**src/design/tksd_pkg.sv**
```systemverilog
// shared constants, event codes and control types for the terminal key sequence decoder
package tksd_pkg;

    // longest chunk that still decodes; position counter saturates at its top value
    localparam int MAX_CHUNK = 64;
    localparam int POS_W     = 7;
    localparam int CMP_W     = 10;
    localparam int NUM_W     = 16;

    // control bytes and sequence characters
    localparam logic [7:0] CH_TAB   = 8'd9;
    localparam logic [7:0] CH_CR    = 8'd13;
    localparam logic [7:0] CH_ESC   = 8'd27;
    localparam logic [7:0] CH_SPACE = 8'd32;
    localparam logic [7:0] CH_DEL   = 8'd127;
    localparam logic [7:0] CH_SEMI  = 8'h3B;
    localparam logic [7:0] CH_DIG0  = 8'h30;
    localparam logic [7:0] CH_DIG9  = 8'h39;
    localparam logic [7:0] CH_LBRK  = 8'h5B;
    localparam logic [7:0] CH_M     = 8'h4D;
    localparam logic [7:0] CH_A     = 8'h41;
    localparam logic [7:0] CH_B     = 8'h42;
    localparam logic [7:0] CH_C     = 8'h43;
    localparam logic [7:0] CH_D     = 8'h44;
    localparam logic [7:0] CH_Z     = 8'h5A;
    localparam logic [7:0] CH_TILDE = 8'h7E;
    localparam logic [7:0] CH_U     = 8'h75;

    // key event codes
    localparam logic [5:0] EV_NONE          = 6'd0;
    localparam logic [5:0] EV_TAB           = 6'd1;
    localparam logic [5:0] EV_ENTER         = 6'd2;
    localparam logic [5:0] EV_ESC           = 6'd3;
    localparam logic [5:0] EV_BACKSPACE     = 6'd4;
    localparam logic [5:0] EV_CHAR          = 6'd5;
    localparam logic [5:0] EV_ALT_ENTER     = 6'd6;
    localparam logic [5:0] EV_ALT_BACKSPACE = 6'd7;
    localparam logic [5:0] EV_ALT_CHAR      = 6'd8;
    localparam logic [5:0] EV_MOUSE         = 6'd9;
    localparam logic [5:0] EV_ARROW         = 6'd10;
    localparam logic [5:0] EV_SHIFT_ARROW   = 6'd14;
    localparam logic [5:0] EV_ALT_ARROW     = 6'd18;
    localparam logic [5:0] EV_SH_ALT_ARROW  = 6'd22;
    localparam logic [5:0] EV_CTRL_ARROW    = 6'd26;
    localparam logic [5:0] EV_SH_CTRL_ARROW = 6'd30;
    localparam logic [5:0] EV_SHIFT_TAB     = 6'd34;

    // parameter field index values
    localparam logic [1:0] FLD_FIRST  = 2'd0;
    localparam logic [1:0] FLD_SECOND = 2'd1;
    localparam logic [1:0] FLD_EXTRA  = 2'd2;

    typedef struct packed {
        logic feed;
        logic clear;
    } tksd_param_ctl_t;

endpackage

```
**src/design/terminal_key_sequence_decoder.sv**
```systemverilog
// top level of the terminal key sequence decoder
//
// usage:
//   slave channel (s_*) carries the bytes of one terminal read chunk, one byte
//   per transfer, s_tlast high on the last byte of the chunk
//   master channel (m_*) carries one key event per chunk, issued for the
//   transfer that carries s_tlast; bytes without s_tlast give no event
//   the event is registered: it appears on m_tvalid in the cycle after the last
//   byte is taken; throughput is one byte per cycle while s_tready is high, set by
//   the single decode pass between the chunk state registers and the output register
//   the output register parts the channels: s_tready stays high while the
//   output register is empty or being emptied in the same cycle, so a stalled
//   receiver holds back input only once an event is waiting
//   reset: async active low rst_n clears the chunk state (position, saved
//   bytes, csi parameters) and empties the output register
//   after each chunk end all chunk state returns to its reset value
//   mouse bytes not received read as a space, so their offsets are zero
module terminal_key_sequence_decoder
    import tksd_pkg::*;
(
    input  logic        clk,
    input  logic        rst_n,
    input  logic        s_tvalid,
    output logic        s_tready,
    input  logic [7:0]  s_tdata,   // byte_in[7:0]
    input  logic        s_tlast,   // chunk_end
    output logic        m_tvalid,
    input  logic        m_tready,
    output logic [31:0] m_tdata    // event_res[5:0], char_code[13:6], pointer_x[21:14],
                                   // pointer_y[29:22], zero pad [31:30]
);

    // chunk state
    logic [POS_W-1:0] pos_reg, pos_next;
    logic [7:0]       lead_reg, lead_next;
    logic [7:0]       second_reg, second_next;
    logic [7:0]       third_reg, third_next;
    logic [7:0]       btn_reg, btn_next;
    logic [7:0]       col_reg, col_next;
    logic [7:0]       row_reg, row_next;

    // output register
    logic             out_valid_reg, out_valid_next;
    logic [5:0]       ev_reg, ev_next;
    logic [7:0]       ch_reg, ch_next;
    logic [7:0]       px_reg, px_next;
    logic [7:0]       py_reg, py_next;

    logic             take;
    logic             at_end;
    tksd_param_ctl_t  pctl;
    logic [NUM_W-1:0] modifier;

    // decode helpers
    logic [7:0]       third_eff, btn_eff, col_eff, row_eff;
    logic             too_long;
    logic             shift, alt, ctrl, is_arrow;
    logic [5:0]       arrow_off;
    logic [5:0]       csi_ev;

    assign s_tready = !out_valid_reg || m_tready;
    assign take     = s_tvalid && s_tready;
    assign at_end   = take && s_tlast;

    assign m_tvalid = out_valid_reg;
    assign m_tdata  = {2'b00, py_reg, px_reg, ch_reg, ev_reg};

    // parameters only come from bytes before the final one, from position 2 on
    assign pctl.feed  = take && !s_tlast && (pos_reg >= POS_W'(2));
    assign pctl.clear = at_end;

    tksd_param u_param (
        .clk      (clk),
        .rst_n    (rst_n),
        .ctl      (pctl),
        .data     (s_tdata),
        .modifier (modifier)
    );

    // the final byte lands in its slot before decoding
    assign third_eff = (pos_reg == POS_W'(2)) ? s_tdata : third_reg;
    assign btn_eff   = (pos_reg == POS_W'(3)) ? s_tdata : btn_reg;
    assign col_eff   = (pos_reg == POS_W'(4)) ? s_tdata : col_reg;
    assign row_eff   = (pos_reg == POS_W'(5)) ? s_tdata : row_reg;

    assign too_long = {{(CMP_W-POS_W){1'b0}}, pos_reg} >= CMP_W'(MAX_CHUNK);

    // modifier bits: shift on even nonzero, alt on 3 or 4, ctrl from 5 up
    assign shift = (modifier != '0) && !modifier[0];
    assign alt   = (modifier == NUM_W'(3)) || (modifier == NUM_W'(4));
    assign ctrl  = modifier >= NUM_W'(5);

    always_comb
    begin
        is_arrow  = 1'b1;
        arrow_off = 6'd0;
        case (s_tdata)
            CH_A:    arrow_off = 6'd0;
            CH_B:    arrow_off = 6'd1;
            CH_D:    arrow_off = 6'd2;
            CH_C:    arrow_off = 6'd3;
            default: is_arrow  = 1'b0;
        endcase
    end

    always_comb
    begin
        csi_ev = EV_NONE;
        if (s_tdata == CH_TILDE || s_tdata == CH_U)
            csi_ev = EV_NONE;
        else if (is_arrow)
        begin
            if (alt)
                csi_ev = (shift ? EV_SH_ALT_ARROW : EV_ALT_ARROW) + arrow_off;
            else if (ctrl)
                csi_ev = (shift ? EV_SH_CTRL_ARROW : EV_CTRL_ARROW) + arrow_off;
            else if (shift)
                csi_ev = EV_SHIFT_ARROW + arrow_off;
            else
                csi_ev = EV_ARROW + arrow_off;
        end
        else if (s_tdata == CH_Z)
            csi_ev = EV_SHIFT_TAB;
    end

    // event decode for the last byte of a chunk
    always_comb
    begin
        ev_next = EV_NONE;
        ch_next = 8'd0;
        px_next = 8'd0;
        py_next = 8'd0;
        if (too_long)
            ev_next = EV_NONE;
        else if (pos_reg == '0)
        begin
            case (s_tdata)
                CH_TAB:  ev_next = EV_TAB;
                CH_CR:   ev_next = EV_ENTER;
                CH_ESC:  ev_next = EV_ESC;
                CH_DEL:  ev_next = EV_BACKSPACE;
                default:
                begin
                    ev_next = EV_CHAR;
                    ch_next = s_tdata;
                end
            endcase
        end
        else if (pos_reg == POS_W'(1) && lead_reg == CH_ESC)
        begin
            // control bytes after escape other than return and delete give nothing
            if (s_tdata == CH_CR)
                ev_next = EV_ALT_ENTER;
            else if (s_tdata == CH_DEL)
                ev_next = EV_ALT_BACKSPACE;
            else if (s_tdata >= CH_SPACE)
            begin
                ev_next = EV_ALT_CHAR;
                ch_next = s_tdata;
            end
        end
        else if (pos_reg >= POS_W'(2) && lead_reg == CH_ESC && second_reg == CH_LBRK)
        begin
            if (third_eff == CH_M)
            begin
                ev_next = EV_MOUSE;
                ch_next = btn_eff - CH_SPACE;
                px_next = col_eff - CH_SPACE;
                py_next = row_eff - CH_SPACE;
            end
            else
                ev_next = csi_ev;
        end
    end

    // chunk state update
    always_comb
    begin
        pos_next    = pos_reg;
        lead_next   = lead_reg;
        second_next = second_reg;
        third_next  = third_reg;
        btn_next    = btn_reg;
        col_next    = col_reg;
        row_next    = row_reg;
        if (at_end)
        begin
            pos_next    = '0;
            lead_next   = 8'd0;
            second_next = 8'd0;
            third_next  = 8'd0;
            btn_next    = CH_SPACE;
            col_next    = CH_SPACE;
            row_next    = CH_SPACE;
        end
        else if (take)
        begin
            case (pos_reg)
                POS_W'(0): lead_next   = s_tdata;
                POS_W'(1): second_next = s_tdata;
                POS_W'(2): third_next  = s_tdata;
                POS_W'(3): btn_next    = s_tdata;
                POS_W'(4): col_next    = s_tdata;
                POS_W'(5): row_next    = s_tdata;
                default:   ;
            endcase
            // position saturates at its top value
            if (pos_reg != {POS_W{1'b1}})
                pos_next = pos_reg + POS_W'(1);
        end
    end

    always_comb
    begin
        out_valid_next = out_valid_reg;
        if (at_end)
            out_valid_next = 1'b1;
        else if (m_tready)
            out_valid_next = 1'b0;
    end

    always_ff @(posedge clk or negedge rst_n)
    begin
        if (!rst_n)
        begin
            pos_reg       <= '0;
            lead_reg      <= 8'd0;
            second_reg    <= 8'd0;
            third_reg     <= 8'd0;
            btn_reg       <= CH_SPACE;
            col_reg       <= CH_SPACE;
            row_reg       <= CH_SPACE;
            out_valid_reg <= 1'b0;
        end
        else
        begin
            pos_reg       <= pos_next;
            lead_reg      <= lead_next;
            second_reg    <= second_next;
            third_reg     <= third_next;
            btn_reg       <= btn_next;
            col_reg       <= col_next;
            row_reg       <= row_next;
            out_valid_reg <= out_valid_next;
        end
    end

    // event payload, loaded only when a chunk ends
    always_ff @(posedge clk)
    begin
        if (at_end)
        begin
            ev_reg <= ev_next;
            ch_reg <= ch_next;
            px_reg <= px_next;
            py_reg <= py_next;
        end
    end

endmodule

```
**src/design/tksd_param.sv**
```systemverilog
// csi decimal parameter accumulator with saturation and modifier select
module tksd_param
    import tksd_pkg::*;
(
    input  logic                   clk,
    input  logic                   rst_n,
    input  tksd_param_ctl_t        ctl,
    input  logic [7:0]             data,
    output logic [NUM_W-1:0]       modifier
);

    logic [NUM_W-1:0] first_number_reg, first_number_next;
    logic [NUM_W-1:0] second_number_reg, second_number_next;
    logic [1:0]       field_index_reg, field_index_next;
    logic             digits_ended_reg, digits_ended_next;

    logic             is_digit;
    logic [3:0]       digit;
    logic [NUM_W-1:0] acc;
    logic [NUM_W+3:0] acc_x10;
    logic [NUM_W-1:0] acc_sat;

    assign is_digit = (data >= CH_DIG0) && (data <= CH_DIG9);
    assign digit    = 4'(data - CH_DIG0);
    assign acc      = (field_index_reg == FLD_FIRST) ? first_number_reg : second_number_reg;
    assign acc_x10  = ({4'd0, acc} << 3) + ({4'd0, acc} << 1) + {{NUM_W{1'b0}}, digit};
    assign acc_sat  = (acc_x10 > {4'd0, {NUM_W{1'b1}}}) ? {NUM_W{1'b1}} : acc_x10[NUM_W-1:0];

    assign modifier = (field_index_reg != FLD_FIRST) ? second_number_reg : first_number_reg;

    always_comb
    begin
        first_number_next  = first_number_reg;
        second_number_next = second_number_reg;
        field_index_next   = field_index_reg;
        digits_ended_next  = digits_ended_reg;
        if (ctl.clear)
        begin
            first_number_next  = '0;
            second_number_next = '0;
            field_index_next   = FLD_FIRST;
            digits_ended_next  = 1'b0;
        end
        else if (ctl.feed)
        begin
            if (data == CH_SEMI)
            begin
                if (field_index_reg == FLD_FIRST)
                begin
                    field_index_next  = FLD_SECOND;
                    digits_ended_next = 1'b0;
                end
                else
                begin
                    field_index_next = FLD_EXTRA;
                end
            end
            else if (field_index_reg == FLD_FIRST || field_index_reg == FLD_SECOND)
            begin
                if (!digits_ended_reg && is_digit)
                begin
                    if (field_index_reg == FLD_FIRST)
                        first_number_next = acc_sat;
                    else
                        second_number_next = acc_sat;
                end
                else
                begin
                    digits_ended_next = 1'b1;
                end
            end
        end
    end

    always_ff @(posedge clk or negedge rst_n)
    begin
        if (!rst_n)
        begin
            first_number_reg  <= '0;
            second_number_reg <= '0;
            field_index_reg   <= FLD_FIRST;
            digits_ended_reg  <= 1'b0;
        end
        else
        begin
            first_number_reg  <= first_number_next;
            second_number_reg <= second_number_next;
            field_index_reg   <= field_index_next;
            digits_ended_reg  <= digits_ended_next;
        end
    end

endmodule
```
**config.mk**
```make
export PLATFORM = sky130hd
export DESIGN_NAME = terminal_key_sequence_decoder
export DESIGN_NICKNAME = d
export VERILOG_FILES = /design/src/design/tksd_pkg.sv /design/src/design/terminal_key_sequence_decoder.sv /design/src/design/tksd_param.sv
export SDC_FILE = /design/constraint.sdc
export NUM_CORES = 1
export LEC_CHECK = 0
export ABC_AREA = 0
export BUFFER_PORTS_ARGS = -buffer_cell sky130_fd_sc_hd__buf_4
export CORE_ASPECT_RATIO = 1.2
export CORE_UTILIZATION = 50
export DETAILED_ROUTE_END_ITERATION = 12
export HOLD_SLACK_MARGIN = 0.03
export PLACE_DENSITY = 0.8
export SLEW_MARGIN = 0
export SYNTH_ARGS = -nofsm -noshare
export SYNTH_HDL_FRONTEND = slang
export SYNTH_SLANG_ARGS = --single-unit
export TNS_END_PERCENT = 20
```
**constraint.sdc**
```tcl
create_clock -name clk -period 3.9 [get_ports clk]
set_input_delay 0.78 -clock clk [delete_from_list [all_inputs] [get_ports clk]]
set_output_delay 0.78 -clock clk [all_outputs]
set_load 0.03 [all_outputs]
```
After elaboration in Yosys (flattened, before gate mapping)
Cells that the tools add are included.
- flip-flop bits (word level): 121
- input bits: 13
- output and inout bits: 34
- word-level logic and storage cells: 181
- add/sub/neg operators: 11
- order comparisons: 7
- equal/unequal tests: 28
- mux-type cells: 74
- bitwise operators: 2
- reduce and logical (&&, ||, !) cells: 43
- operator list (cell ; number):
    16-bit two-way mux ; 15
    8-bit two-way mux ; 26
    8-bit by 7-bit equality test with 1-bit output, second input constant ; 10
    6-bit two-way mux ; 10
    8-bit by 6-bit subtractor with 8-bit output, second input constant ; 3
    2-bit nonzero test ; 11
    7-bit two-way mux ; 3
    19-bit by 17-bit adder with 20-bit output ; 1
    20-bit by 4-bit adder with 20-bit output ; 1
    20-bit by 16-bit > comparator with 1-bit output, second input constant ; 1
    16-bit by 2-bit equality test with 1-bit output, second input constant ; 1
    16-bit by 3-bit equality test with 1-bit output, second input constant ; 1
    8-bit by 4-bit equality test with 1-bit output, second input constant ; 2
    8-bit by 5-bit equality test with 1-bit output, second input constant ; 2
    16-bit by 3-bit >= comparator with 1-bit output, second input constant ; 1
    8-bit by 6-bit >= comparator with 1-bit output, second input constant ; 2
    16-bit nonzero test ; 1
    7-bit by 2-bit equality test with 1-bit output, second input constant ; 2
    7-bit by 3-bit equality test with 1-bit output, second input constant ; 2
    4-bit by 6-bit adder with 6-bit output, first input constant ; 2
    5-bit by 6-bit adder with 6-bit output ; 2
    4-bit two-way mux ; 3
    3-bit case mux with 4 select lines ; 1
    1-bit logical AND ; 10
    other kinds (27) ; 52

Depth between registers and ports, before layout
Gate-level depths: netlist of the first run.
- depth in word-level cells: 14
- depth in mapped cells: 15

Modules after synthesis
Synthesis of the first run repeated with hierarchy kept, for this count alone.
- cells, all modules: 755
- area total of the unflattened synthesis: 7244.4 sq um
- modules (own cells, without submodules) (module ; instances ; cells an instance ; area an instance (sq um) ; sequential area each (sq um)):
    terminal_key_sequence_decoder ; 1 ; 464 ; 4448.0 ; 2306.0
    tksd_param ; 1 ; 291 ; 2796.4 ; 875.8

Worst setup path before layout of the first run
No wires, ideal clock.
- kind: flip-flop to flip-flop
- from: reg u_param.field_index_reg[0]
- to: reg u_param.first_number_reg[12]
- library setup time: 0.138 ns
- data arrival time: 3.910 ns
- required time: 3.762 ns
- path slack: -0.148 ns
- stages on the path, launching flop included: 16
- path buffers: 4
- period minus slack after synthesis: 4.048 ns
- cells stage by stage: dfrtp_1 nor2_1 buf_2 buf_1 mux2_2 ha_1 ha_1 buf_4 nand3_1 or4_4 and2_4 o31ai_2 mux2_4 a21oi_4 buf_6 a31oi_2
- cells in the longest elaborated chain, start to end: 12
- ends and longest elaborated chain (item ; RTL line ; RTL):
    from (decl) ; tksd_param.sv:14 ; logic [1:0] field_index_reg, field_index_next;
    from (signal assigned) ; tksd_param.sv:88 ; field_index_reg <= field_index_next;
    2-bit logical NOT ; tksd_param.sv:25, tksd_param.sv:58, tksd_param.sv:62 ;
    16-bit two-way mux ; tksd_param.sv:25 ; assign acc = (field_index_reg == FLD_FIRST) ? first_number_reg : second_number_reg;
    19-bit by 17-bit adder with 20-bit output ; tksd_param.sv:26 ; assign acc_x10 = ({4'd0, acc} << 3) + ({4'd0, acc} << 1) + {{NUM_W{1'b0}}, digit};
    20-bit by 4-bit adder with 20-bit output ; tksd_param.sv:26 ;
    20-bit by 16-bit > comparator with 1-bit output ; tksd_param.sv:27 ; assign acc_sat = (acc_x10 > {4'd0, {NUM_W{1'b1}}}) ? {NUM_W{1'b1}} : acc_x10[NUM_W-1:0];
    16-bit two-way mux ; tksd_param.sv:27 ;
    16-bit two-way mux ; tksd_param.sv:62 ; if (field_index_reg == FLD_FIRST)
    16-bit two-way mux ; tksd_param.sv:60 ; if (!digits_ended_reg && is_digit)
    16-bit two-way mux ; tksd_param.sv:58 ; else if (field_index_reg == FLD_FIRST || field_index_reg == FLD_SECOND)
    16-bit two-way mux ; tksd_param.sv:46 ; if (data == CH_SEMI)
    16-bit two-way mux ; tksd_param.sv:44 ; else if (ctl.feed)
    16-bit two-way mux ; tksd_param.sv:37 ; if (ctl.clear)
    to (signal assigned) ; tksd_param.sv:86 ; first_number_reg <= first_number_next;
    to (decl) ; tksd_param.sv:12 ; logic [NUM_W-1:0] first_number_reg, first_number_next;
Several ways; a longest one is shown, not always the timed one. The select of a mux whose other input is x is not followed.
A chain may end at the register's enable or synchronous reset.

Worst setup path in the final report of the first run
- from: reg u_param.field_index_reg[0]
- to: reg u_param.second_number_reg[10]
- cells in the longest elaborated chain, start to end: 12
- ends and longest elaborated chain (item ; RTL line ; RTL):
    2-bit logical NOT ; tksd_param.sv:25, tksd_param.sv:58, tksd_param.sv:62 ;
    16-bit two-way mux ; tksd_param.sv:25 ;
    19-bit by 17-bit adder with 20-bit output ; tksd_param.sv:26 ;
    20-bit by 4-bit adder with 20-bit output ; tksd_param.sv:26 ;
    20-bit by 16-bit > comparator with 1-bit output ; tksd_param.sv:27 ;
    16-bit two-way mux ; tksd_param.sv:27 ;
    16-bit two-way mux ; tksd_param.sv:62 ;
    16-bit two-way mux ; tksd_param.sv:60 ;
    16-bit two-way mux ; tksd_param.sv:58 ;
    16-bit two-way mux ; tksd_param.sv:46 ;
    16-bit two-way mux ; tksd_param.sv:44 ;
    16-bit two-way mux ; tksd_param.sv:37 ;
    to (signal assigned) ; tksd_param.sv:87 ; second_number_reg <= second_number_next;
    to (decl) ; tksd_param.sv:13 ; logic [NUM_W-1:0] second_number_reg, second_number_next;
Several ways; a longest one is shown, not always the timed one. The select of a mux whose other input is x is not followed.

==> results.sh, run 1 <==
export IMPL_grt_usage=0.252
export IMPL_crit_family="adder cells"
export IMPL_power_leakage_nw=3.90
export IMPL_setup_violations=0
export IMPL_grt_pass1_wl_mm=30.6
export IMPL_arrival_ps=4070
export IMPL_crit_buf_inv=4
export IMPL_end_kind="flop"
export IMPL_synth_ff_type="dfrtp_1"
export IMPL_cp_depth=16
export IMPL_outcome="completed"
export IMPL_htree_levels=4
export IMPL_cts_root_buffer="clkbuf_16"
export IMPL_fin_crit_ps=3800
export IMPL_antenna_found_initial=0
export IMPL_ff2ff_path_depth=16
export IMPL_synth_common_cells="96 x nand2_1, 88 x dfrtp_1, 80 x o21ai_0"
export IMPL_place_congestion=0.944
export IMPL_ctsHoldBuffers=0
export IMPL_syn_avg_cell_area_um2=9.40
export IMPL_grt_max_degree=45
export IMPL_dieArea_um2=15500
export IMPL_grt_pass1_vias=6222
export IMPL_fill_cells=1161
export IMPL_synth_seq_cells=121
export IMPL_dr_pass1_iters=5
export IMPL_critPathMaxFanout=11
export IMPL_io_pins=47
export IMPL_regArea_um2=3180
export IMPL_startpoint_type="flop"
export IMPL_async_flop_share=0.752
export IMPL_whs_ps=348
export IMPL_fin_skew_ps=9.69
export IMPL_wire_per_inst_um=18.1
export IMPL_crit_type="reg -> reg"
export IMPL_vias=6452
export IMPL_synth_top_area_frac=0.294
export IMPL_fmax_mhz=263
export IMPL_synthToLayoutAreaGrowth_pct=18.2
export IMPL_multi_input_area_um2=4070
export IMPL_drive_gt1_frac=0.199
export IMPL_hold_viol=0
export IMPL_dieHeight_um=136
export IMPL_core_um2=14500
export IMPL_synth_edf_count=30
export IMPL_critPathMaxStageDelay_ps=430
export IMPL_clock_sinks=121
export IMPL_rows=48
export IMPL_finalCritPeriodShare=0.973
export IMPL_tns_ps=0
export IMPL_finalNonFillerCells=1058
export IMPL_syn_cell_area_um2=7480
export IMPL_crit_chain="nor2_4 -> buf_4 -> mux2i_2 -> inv_2 -> ha_1 -> ha_1 -> fa_1 -> a211oi_2 -> o21ai_2 -> o221ai_2 -> a21oi_1 -> or2_2 -> a21oi_4 -> buf_12 -> buf_12 -> a31oi_4"
export IMPL_start_util=0.517
export IMPL_cts_tree="yes"
export IMPL_synth_cell_types=77
export IMPL_clk_latency_ps=420
export IMPL_yosysMostFrequentCell="nand2_1"
export IMPL_route_detailed_drc=0
export IMPL_clk_pin_slew_ps=60
export IMPL_r2r_slack_ps=100
export IMPL_yosysTopAreaCell="dfrtp_1"
export IMPL_cap_violations=0
export IMPL_total_power_mw=4.05
export IMPL_vias_per_cell=6.10
export IMPL_die_x_um=114
export IMPL_pre_cts_slack_ps=18.1
export IMPL_slowest_stage="fa_1"
export IMPL_synth_area_leaders="dfrtp_1 29%, edfxtp_1 12%, ha_1 6.7%, o21ai_0 5.4%, nand2_1 4.8%"
export IMPL_nets=900
export IMPL_synthCells=796
export IMPL_wl_mm=19.2
export IMPL_placed_cells=1023
export IMPL_powerDensity_nw_per_um2=458
export IMPL_diodes=0
export IMPL_cts_made_buffers=17
export IMPL_drt_initial_drc_count=629
export IMPL_drtAntennaViolNets=0
export IMPL_ir_drop_uv=310
export IMPL_tightestPinTransition_ps=600
export IMPL_hp_class="in -> async"
export IMPL_setup_ws_ps=103
export IMPL_worstPathRequired_ps=4170
export IMPL_hpwl_mm=12.7
export IMPL_ys_seq_area_frac=0.425
export IMPL_yosys_warnings=0
export IMPL_relSlewSlack=0.599
export IMPL_cts_max_path_buffers=2
export IMPL_portBuffers=44
export IMPL_finalMaxSlewViolations=0
export IMPL_grt_overflow=0
[path summary, 6_finish.rpt]
kind	from	to
max in group asynchronous	rst_n	col_reg[5]$_DFFE_PN1P_
worst max register to register	u_param.field_index_reg[0]$_DFFE_PN0P_	u_param.second_number_reg[10]$_DFFE_PN0P_
worst max-delay path	u_param.field_index_reg[0]$_DFFE_PN0P_	u_param.second_number_reg[10]$_DFFE_PN0P_
min in group clk	btn_reg[6]$_DFFE_PN0P_	btn_reg[6]$_DFFE_PN0P_
worst min-delay path	rst_n	lead_reg[5]$_DFFE_PN0P_
worst min register to register	btn_reg[6]$_DFFE_PN0P_	btn_reg[6]$_DFFE_PN0P_
[layer usage]
metal / vias to the layer above / track usage / wire length, um
li1: 3004 / - / -
met1: 3106 / 0.300 / 7470
met2: 284 / 0.438 / 9800
met3: 58 / 0.0455 / 1170
met4: 0 / 0.126 / 711
met5: - / 0 / 0
[report_power, final]
| group | internal, mW | switching, mW | total [mW] |
|---|---|---|---|
| sequential | 1.51 | 0.152 | 1.66 |
| clock | 0.979 | 0.550 | 1.53 |
| combinational | 0.349 | 0.510 | 0.860 |
[cells by family after synthesis]
logic type | count (synthesis) | synth area share
buffers and inverters | 68 | 0.0403
and+or+nand+nor | 271 | 0.182
DFF | 121 | 0.425
AOI/OAI and AO/OA | 238 | 0.205
other | 1 | 0.000501
xor gates and xnor gates | 20 | 0.0234
adders and majority gates | 42 | 0.0722
muxes | 35 | 0.0515
[layout by cell type (no fill, tap or decap), types with 3 or more instances in the layout]
cell and count:
nor4b_1 3, inv_2 3, nor2_2 3, nor3_1 7, a21o_1 4, nand3b_1 3, nand3_1 16, inv_1 12
or2_2 4, buf_12 4, clkbuf_1 4, edfxtp_1 30, a31oi_2 7, nor4_1 13, dfstp_2 3, nand4_1 12
buf_4 75, xnor2_1 6, nand4b_1 4, clkbuf_16 21, a31oi_1 9, nor3b_1 8, a22oi_1 26, a22o_1 5
xor2_1 14, nand2_1 96, nor2_1 72, and3_1 3, mux2_2 13, nand2b_1 6, a31oi_4 5, mux2i_1 17
nor2b_1 3, dfrtp_1 88, o21ai_0 80, a211oi_1 3, a21oi_1 70, ha_1 40
[repair_timing]
| action | in CTS | in global routing |
|---|---|---|
| setup buffers | 0 | 1 |
| setup endpoints to repair | 0 | 32 |
| gates resized for setup | 0 | 16 |
[stage by stage]
stage	instance area, um^2	utilization
floorplan	7490	-
global placement	8130	0.561
detailed placement	8130	0.561
CTS	8710	0.602
global route	8840	0.611
finish	8840	0.611
[area by class of cell]
cell class | instances | share of cell area
Clock inverter | 7 | 0.00708
Inverter | 15 | 0.00637
Clock buffer | 25 | 0.0586
Timing Repair Buffer | 82 | 0.0797
Sequential cell | 121 | 0.360
Multi-Input combinational cell | 608 | 0.460
Tap cell | 200 | 0.0283
[worst register-to-register path: stages (launching register included)]
cell	delay, ps
dfrtp_1	410
nor2_4	160
buf_4	160
mux2i_2	280
inv_2	120
ha_1	290
ha_1	250
fa_1	430
a211oi_2	240
o21ai_2	130
o221ai_2	200
a21oi_1	130
or2_2	320
a21oi_4	180
buf_12	150
buf_12	140
a31oi_4	80
Note: power is estimated with default switching activity, not from simulation.
==> run 2, diff against run 1 <==
--- a/config.mk
+++ b/config.mk
@@ -11,7 +11,7 @@
 export CORE_UTILIZATION = 50
 export DETAILED_ROUTE_END_ITERATION = 12
 export HOLD_SLACK_MARGIN = 0.03
-export PLACE_DENSITY = 0.8
+export PLACE_DENSITY = 0.78
 export SLEW_MARGIN = 0
 export SYNTH_ARGS = -nofsm -noshare
 export SYNTH_HDL_FRONTEND = slang
==> constraint.sdc (replaced) <==
create_clock -name clk -period 3.58 [get_ports clk]
set_input_delay 0.716 -clock clk [delete_from_list [all_inputs] [get_ports clk]]
set_output_delay 0.716 -clock clk [all_outputs]
set_load 0.03 [all_outputs]
==> run 2 against run 1 <==
  * The flow now finishes with violations (negative setup slack)
  * Maximum frequency increased by 2.6%
  * Critical endpoint is now u_param.second_number_reg[15]$_DFFE_PN0P_
  * Sequential share of layout area decreased by 1.1 points
  * First-iteration DRC count increased by 8.9%
  * Global-route usage increased by 0.95 points
  * Die area unchanged
  * Via count increased by 0.39%
  * Clock-buffer cell count decreased by 7
  * Worst setup slack got worse by 220 ps
  * Highest routed layer unchanged
  * Sequential power increased by 8%
  * Non-clock buffer count increased by 23
==> results.sh, run 2 (same netlist as run 1, synthesis figures left out) <==
export IMPL_outcome="complete, but fails checks"
export IMPL_violations="negative setup slack"
export IMPL_antenna_found_initial=0
export IMPL_cts_made_buffers=17
export IMPL_powerDensity_nw_per_um2=469
export IMPL_route_detailed_drc=0
export IMPL_crit_type="reg -> reg"
export IMPL_fmax_mhz=270
export IMPL_die_x_um=114
export IMPL_drtAntennaViolNets=0
export IMPL_worstPathRequired_ps=3860
export IMPL_busiest_layer="met2"
export IMPL_finalMaxSlewViolations=0
export IMPL_post_route_cell_area_um2=9110
export IMPL_cts_root_buffer="clkbuf_16"
export IMPL_dieArea_um2=15500
export IMPL_placed_cell_area_um2=8520
export IMPL_core_um2=14500
export IMPL_grt_max_degree=53
export IMPL_finalNonFillerCells=1081
export IMPL_dieHeight_um=136
export IMPL_htree_levels=4
export IMPL_ctsHoldBuffers=0
export IMPL_startpoint_type="flop"
export IMPL_hold_viol=0
export IMPL_dr_pass1_iters=5
export IMPL_clk_pin_slew_ps=60
export IMPL_rows=48
export IMPL_relSlewSlack=0.592
export IMPL_slowest_stage="or4_4"
export IMPL_mostFrequentLayoutCells="98 x buf_4, 96 x nand2_1, 88 x dfrtp_1, 80 x o21ai_0, 74 x nor2_1"
export IMPL_grt_pass1_wl_mm=31.5
export IMPL_drt_initial_drc_count=685
export IMPL_arrival_ps=3980
export IMPL_hp_class="in -> async"
export IMPL_grt_usage=0.262
export IMPL_io_pins=47
export IMPL_ir_drop_uv=336
export IMPL_vias=6477
export IMPL_ff2ff_path_depth=15
export IMPL_drive_gt1_frac=0.240
export IMPL_diodes=0
export IMPL_nets=923
export IMPL_critPathMaxFanout=12
export IMPL_grt_overflow=0
export IMPL_wire_per_inst_um=17.9
export IMPL_clk_latency_ps=420
export IMPL_hpwl_mm=13.2
export IMPL_cap_violations=0
export IMPL_critPathMaxStageDelay_ps=550
export IMPL_rsz0062_at_grt="yes"
export IMPL_power_leakage_nw=3.94
export IMPL_start_util=0.517
export IMPL_grt_pass1_vias=6334
export IMPL_synthToLayoutAreaGrowth_pct=21.8
export IMPL_placed_cells=1048
export IMPL_crit_chain="nor2_4 -> buf_6 -> mux2_4 -> inv_2 -> fa_1 -> inv_2 -> ha_4 -> a211oi_4 -> or4_4 -> and2_4 -> o31ai_4 -> mux2_4 -> a21oi_4 -> buf_12 -> a31oi_1"
export IMPL_wl_mm=19.3
export IMPL_end_kind="flop"
export IMPL_whs_ps=305
export IMPL_vias_per_cell=5.99
export IMPL_place_congestion=0.917
export IMPL_use_met1=0.301
export IMPL_portBuffers=44
export IMPL_setup_ws_ps=-121
export IMPL_fin_crit_ps=3700
export IMPL_grt_util_met3=0.0370
export IMPL_startpoint="u_param.field_index_reg[1]$_DFFE_PN0P_"
export IMPL_cts_max_path_buffers=2
export IMPL_tightestPinTransition_ps=612
export IMPL_total_power_mw=4.27
export IMPL_finalCritPeriodShare=1.03
export IMPL_setup_violations=32
export IMPL_r2r_start="u_param.field_index_reg[1]$_DFFE_PN0P_"
export IMPL_use_met2=0.477
export IMPL_fin_skew_ps=8.10
export IMPL_clock_sinks=121
export IMPL_cts_tree="yes"
export IMPL_final_common_cell="buf_4"
## run 2: cell count changes in the layout (fill, tap and decap cells not counted), sizes merged
cell      previous run  this run
buf                 80       105
bufinv               1         0
clkbuf              27        18
clkinv               4         7
clkinvlp             2         7
## run 2: final timing paths
path                            slack, ps                                         to
worst max-delay path                 -120  u_param.second_number_reg[15]$_DFFE_PN0P_
min in group clk                      500                     col_reg[6]$_DFFE_PN0P_
worst min register to register        500                     col_reg[6]$_DFFE_PN0P_
max in group asynchronous            2460                     row_reg[5]$_DFFE_PN1P_
worst min-delay path                  300                    lead_reg[4]$_DFFE_PN0P_
worst max register to register       -120  u_param.second_number_reg[15]$_DFFE_PN0P_
## run 2: layout make-up
cell class                 instances  area (um^2)
multi-input combinational        608         4250
clock buffer                      18          439
sequential                       121         3180
clock inverter                    14         83.8
tap                              200          250
timing repair buffer             105          850
inverter                          15         61.3
fill                            1188         5360
## run 2: worst max-delay path: cells and delay by family (launching register included)
kind / cells / cell delay (ps)
DFF: 1 / 410
and+or+nand+nor: 3 / 860
adders and majority gates: 2 / 590
AOI/OAI and AO/OA: 4 / 560
muxes: 2 / 630
buffers and inverters: 4 / 510
## run 2: layer usage
metal	vias to the layer above	part of all wire	wire, um
li1	3050	-	-
met1	3154	0.39	7640
met2	229	0.53	10200
met3	44	0.046	898
met4	0	0.033	633
met5	-	0	0
## run 2: what timing repair did
item,CTS,global route
pin swaps,0,2
setup buffers,1,0
endpoints found under the setup margin,32,32
gates resized for setup,4,7
cloned,1,0
hold endpoints to repair,0,0
## run 2: stage by stage
step | utilization | setup TNS (ps) | setup slack [ps]
after floorplan | - | -73.6 | -10.6
after global placement | 0.589 | -1160 | -69.8
after detailed placement | 0.589 | -1970 | -109
after CTS | 0.629 | -2340 | -101
after global routing | 0.630 | -5430 | -242
final | 0.630 | -1720 | -121
## run 2: power breakdown
part / switching (mW) / internal, mW
logic: 0.553 / 0.401
clock network: 0.627 / 0.885
registers: 0.158 / 1.65
total: 1.34 / 2.93
